### src/rtl/dss_pkg.sv
// ----------------------------------------------------------------------------
// Discrete state-space step package
// Shared widths, coefficient types and configuration register indexes.
// ----------------------------------------------------------------------------
package dss_pkg;

  // Number of lanes in each packed A-row, B and C coefficient register.
  localparam int LANES       = 4;
  // Default model order; lanes at or above it carry no state.
  localparam int ORDER_DEF   = 4;
  localparam int COEF_W      = 16;
  localparam int FRAC_BITS   = 14;
  localparam int SAMPLE_W    = 16;
  localparam int STATE_W     = 24;
  localparam int CFG_DATA_W  = LANES * COEF_W;
  localparam int CFG_INDEX_W = 3;

  typedef logic signed [COEF_W-1:0]   coef_t;
  typedef logic signed [SAMPLE_W-1:0] sample_t;
  typedef logic signed [STATE_W-1:0]  state_t;

  // Configuration register indexes.
  typedef enum logic [CFG_INDEX_W-1:0] {
    REG_A_ROW0    = 3'd0,
    REG_A_ROW1    = 3'd1,
    REG_A_ROW2    = 3'd2,
    REG_A_ROW3    = 3'd3,
    REG_B_VECTOR  = 3'd4,
    REG_C_VECTOR  = 3'd5,
    REG_D_GAIN    = 3'd6
  } reg_index_t;

  // Complete coefficient set handed from the register file to the datapath.
  typedef struct packed {
    coef_t [LANES-1:0][LANES-1:0] a;
    coef_t [LANES-1:0]            b;
    coef_t [LANES-1:0]            c;
    coef_t                        d;
  } coef_set_t;

endpackage

### src/rtl/dss_cfg.sv
// ----------------------------------------------------------------------------
// Coefficient register file
// Holds the A matrix, B and C vectors and the D gain; written by index.
// ----------------------------------------------------------------------------
module dss_cfg
  import dss_pkg::*;
(
  input  logic                   clk,
  input  logic                   rst,
  input  logic                   cfg_we,
  input  logic [CFG_INDEX_W-1:0] cfg_index,
  input  logic [CFG_DATA_W-1:0]  cfg_wdata,
  output coef_set_t              coefs
);

  coef_set_t regs;

  // Register writes; indexes beyond the list are ignored.
  always_ff @(posedge clk) begin
    if (rst) begin
      regs <= '0;
    end else if (cfg_we) begin
      case (cfg_index)
        REG_A_ROW0:   regs.a[0] <= cfg_wdata;
        REG_A_ROW1:   regs.a[1] <= cfg_wdata;
        REG_A_ROW2:   regs.a[2] <= cfg_wdata;
        REG_A_ROW3:   regs.a[3] <= cfg_wdata;
        REG_B_VECTOR: regs.b    <= cfg_wdata;
        REG_C_VECTOR: regs.c    <= cfg_wdata;
        REG_D_GAIN:   regs.d    <= cfg_wdata[COEF_W-1:0];
        default: begin
        end
      endcase
    end
  end

  assign coefs = regs;

endmodule

### config.mk
export PLATFORM = sky130hd
export DESIGN_NAME = dss_cfg
export DESIGN_NICKNAME = d
export VERILOG_FILES = /design/src/rtl/dss_pkg.sv /design/src/rtl/dss_cfg.sv
export SDC_FILE = /design/constraint.sdc
export NUM_CORES = 1
export LEC_CHECK = 0
export ABC_AREA = 1
export BUFFER_PORTS_ARGS = -buffer_cell sky130_fd_sc_hd__buf_2
export CAP_MARGIN = 20
export CORE_AREA = 4 4 180 182
export DETAILED_ROUTE_END_ITERATION = 16
export DIE_AREA = 0 0 184 186
export PLACE_DENSITY = 0.92
export SLEW_MARGIN = 40
export SYNTH_ARGS = -nofsm -noshare
export SYNTH_HDL_FRONTEND = slang
export SYNTH_SLANG_ARGS = --single-unit
### constraint.sdc
create_clock -name clk -period 2.71 [get_ports clk]
set_input_delay 0.1355 -clock clk [delete_from_list [all_inputs] [get_ports clk]]
set_output_delay 0.1355 -clock clk [all_outputs]
set_load 0.01 [all_outputs]
==> summary.md <==
| Metric | Value |
|---|---|
| Synth Area in XOR/XNOR | `0` |
| Startpoint Class | `input port` |
| Final Hold Vio Count | `0` |
| # setup viols final | `0` |
| Slowest CP cell | `nor2_4` |
| Post-synthesis sequential area ratio | `0.497` |
| Mapped Cells | `approximately 2300` |
| WL final | `53400 um` |
| Die H | `186 um` |
| Floorplan row count | `64` |
| H-tree Lvls | `2` |
| Via count | `roughly 17000` |
| Req. time, crit path | `~3200 ps` |
| Nets | `between 2000 and 3000` |
| Simple-gate share of the synthesized area | `0.413` |
| Initial antenna violation count | `0` |
| Setup TNS | `0 ps` |
| Io pins | `between 400 and 500` |
| Largest family of logic cells by synthesized area | `simple AND/OR/NAND/NOR gates` |
| GRT Total Usage | `0.291` |
| Routed wire per std cell | `approximately 17 um` |
| Starting Density | `0.526` |
| Core Footprint | `about 30000 um2` |
| Syn Nets | `roughly 2300` |
| Hold_buf cts | `0` |
| CTS tree | `yes` |
| Remaining global-route overflow | `0` |
| Period utilization | `0.466` |
| Post-route cell area | `about 20000 um2` |
| Worst skew pair latency | `520 ps` |
| TritonCTS Sinks | `400` |
| Max Clk Rate | `a little under 800 MHz` |
| Register area | `roughly 8000 um2` |
| Fill count | `between 2000 and 2500` |
| Post-synthesis compound-gate area fraction | `0` |
| Worst VDD drop | `0.554 mV` |
| Die ar. | `between 30000 and 40000 um2` |
| Largest register FFs | `400` |
| Worst Setup Slack, final | `~1400 ps` |
| Area grow syn2layout | `22.9%` |
| MaxCap Viol Count | `0` |
| Number of diodes | `0` |
| Pre-CTS setup slack | `951 ps` |
| Multi-input gate area | `~6700 um2` |
| Unrepaired setup endpoints after global routing | `false` |
| Layout Skew | `0 ps` |
| # DRC | `0` |
| Library cells used by synthesis | `13` |
| Die extent in x | `around 180 um` |
| Root Driver | `clkbuf_16` |
| Drt first pass iters | `7` |
| Setup crit end kind | `register` |
| Crit path cell chain | `buf_2 > inv_1 > nand2_1 > nor2_4 > buf_12 > nor2_1 > nor2_1` |
| Cell Pwr Density | `approximately 700 nW/um2` |
| Outcome | `completed` |
| Port buffer count | `469` |
| #FFs+latches synth | `400` |
| Largest net degree at the start of global routing | `between 90 and 100` |
| Clock Tree Buf Depth | `3` |
| Cell Area, Placed | `approximately 18000 um2` |
| Final ANT Viol Nets | `0` |
| Fin. max-slew vios | `0` |
| Post-route minimum period | `between 1000 and 1500 ps` |
| Gpl congestion | `between 0.9 and 1` |
| Adder-cell share of the synthesized area | `0` |
| Layout cells sized above 1 | `0.221` |
| Worst Tran Pin Value | `just over 800 ps` |
| Mean Syn Cell Area | `about 7 um2` |
| DPL Wire Length | `around 35000 um` |
| WS Path Type | `in -> reg` |
| Synthesized cell area | `~16000 um2` |
| Most common cell after layout, fill and taps aside | `nor2_1` |
| Top cell by count, worst path | `nor2_1` |
| Synth warn | `0` |
| Crit path arrival time | `between 1500 and 2000 ps` |
| Initial DRC count | `1821` |
| Hold WC Path Type | `in -> reg` |
| Most frequent cells in the layout | `800 x nor2_1, 469 x buf_2, 404 x nand2_1` |
| Cts bufs inserted | `between 40 and 50` |
| Vias in the first global route | `15800` |
| Via density | `approximately 5.4` |
| Post-cts sizing count | `0` |
| Wire length of the first global-routing pass | `slightly above 80000 um` |
| Clk slew on worst S/H paths | `around 60 ps` |
| Peak fanout along the critical path | `23` |
| CP peak stage delay | `around 660 ps` |
| Multiplexer share of the synthesized area | `0` |
| Leak Pwr | `around 0.0098 uW` |
| Slew Limit Headroom | `0.459` |
| Total Power | `13900 uW` |
| Post-CTS setup buffer count | `0` |
synthesized netlist by cell type, drive strengths merged:
cell type	instances	area (um2)
buf	121	1010
clkbuf	45	169
dfxtp	400	8010
inv	71	267
nand2	406	1540
nand3	400	2000
nor2	811	3100
layout make-up:
cell class,instances,share of cell area
clock buffers,57,0.0579
clock inverters,15,0.0164
inverters,71,0.0140
multi-input cells,1617,0.337
flip-flops and latches,400,0.405
well taps,396,0.0250
repair buffers,511,0.145
final timing paths:
| check | from | endpoint | slack [ps] | depth (start not counted) |
|---|---|---|---|---|
| min | cfg_wdata[51] | coefs[387] | 40 | 5 |
| max | cfg_index[0] | coefs[118] | 1450 | 7 |
| max reg2reg | coefs[282] | coefs[282] | 2030 | 2 |
| min reg2reg | coefs[164] | coefs[164] | 470 | 2 |
power by group:
group	switching [uW]	total, uW	internal, uW
logic	965	1430	466
clock network	2310	6210	3900
registers	121	6210	6090
per-layer routing:
metal / GRT usage / part of all wire
met1: 0.338 / 0.36
met2: 0.502 / 0.48
met3: 0.0668 / 0.11
met4: 0.150 / 0.049
met5: 0 / 0
logic make-up (layout without fill, tap and decap cells):
group,count (synthesis),after routing
buf+inv,237,654
flops,400,400
simple gates,1617,1617
stage by stage:
stage | cells | utilization | hold slack, ps
floorplan | 2254 | - | 414
global placement | 2994 | 0.598 | 457
detailed placement | 2994 | 0.598 | 464
CTS | 3066 | 0.646 | 12.9
global route | 3067 | 0.647 | 49.7
finish | 3067 | 0.647 | 38.8
worst max-delay path, delay by kind of cell:
| family | cells | cell delay (ps) |
|---|---|---|
| buf+inv | 3 | 560 |
| simple gates | 4 | 990 |
No activity file was read; power rests on OpenSTA's default activity.
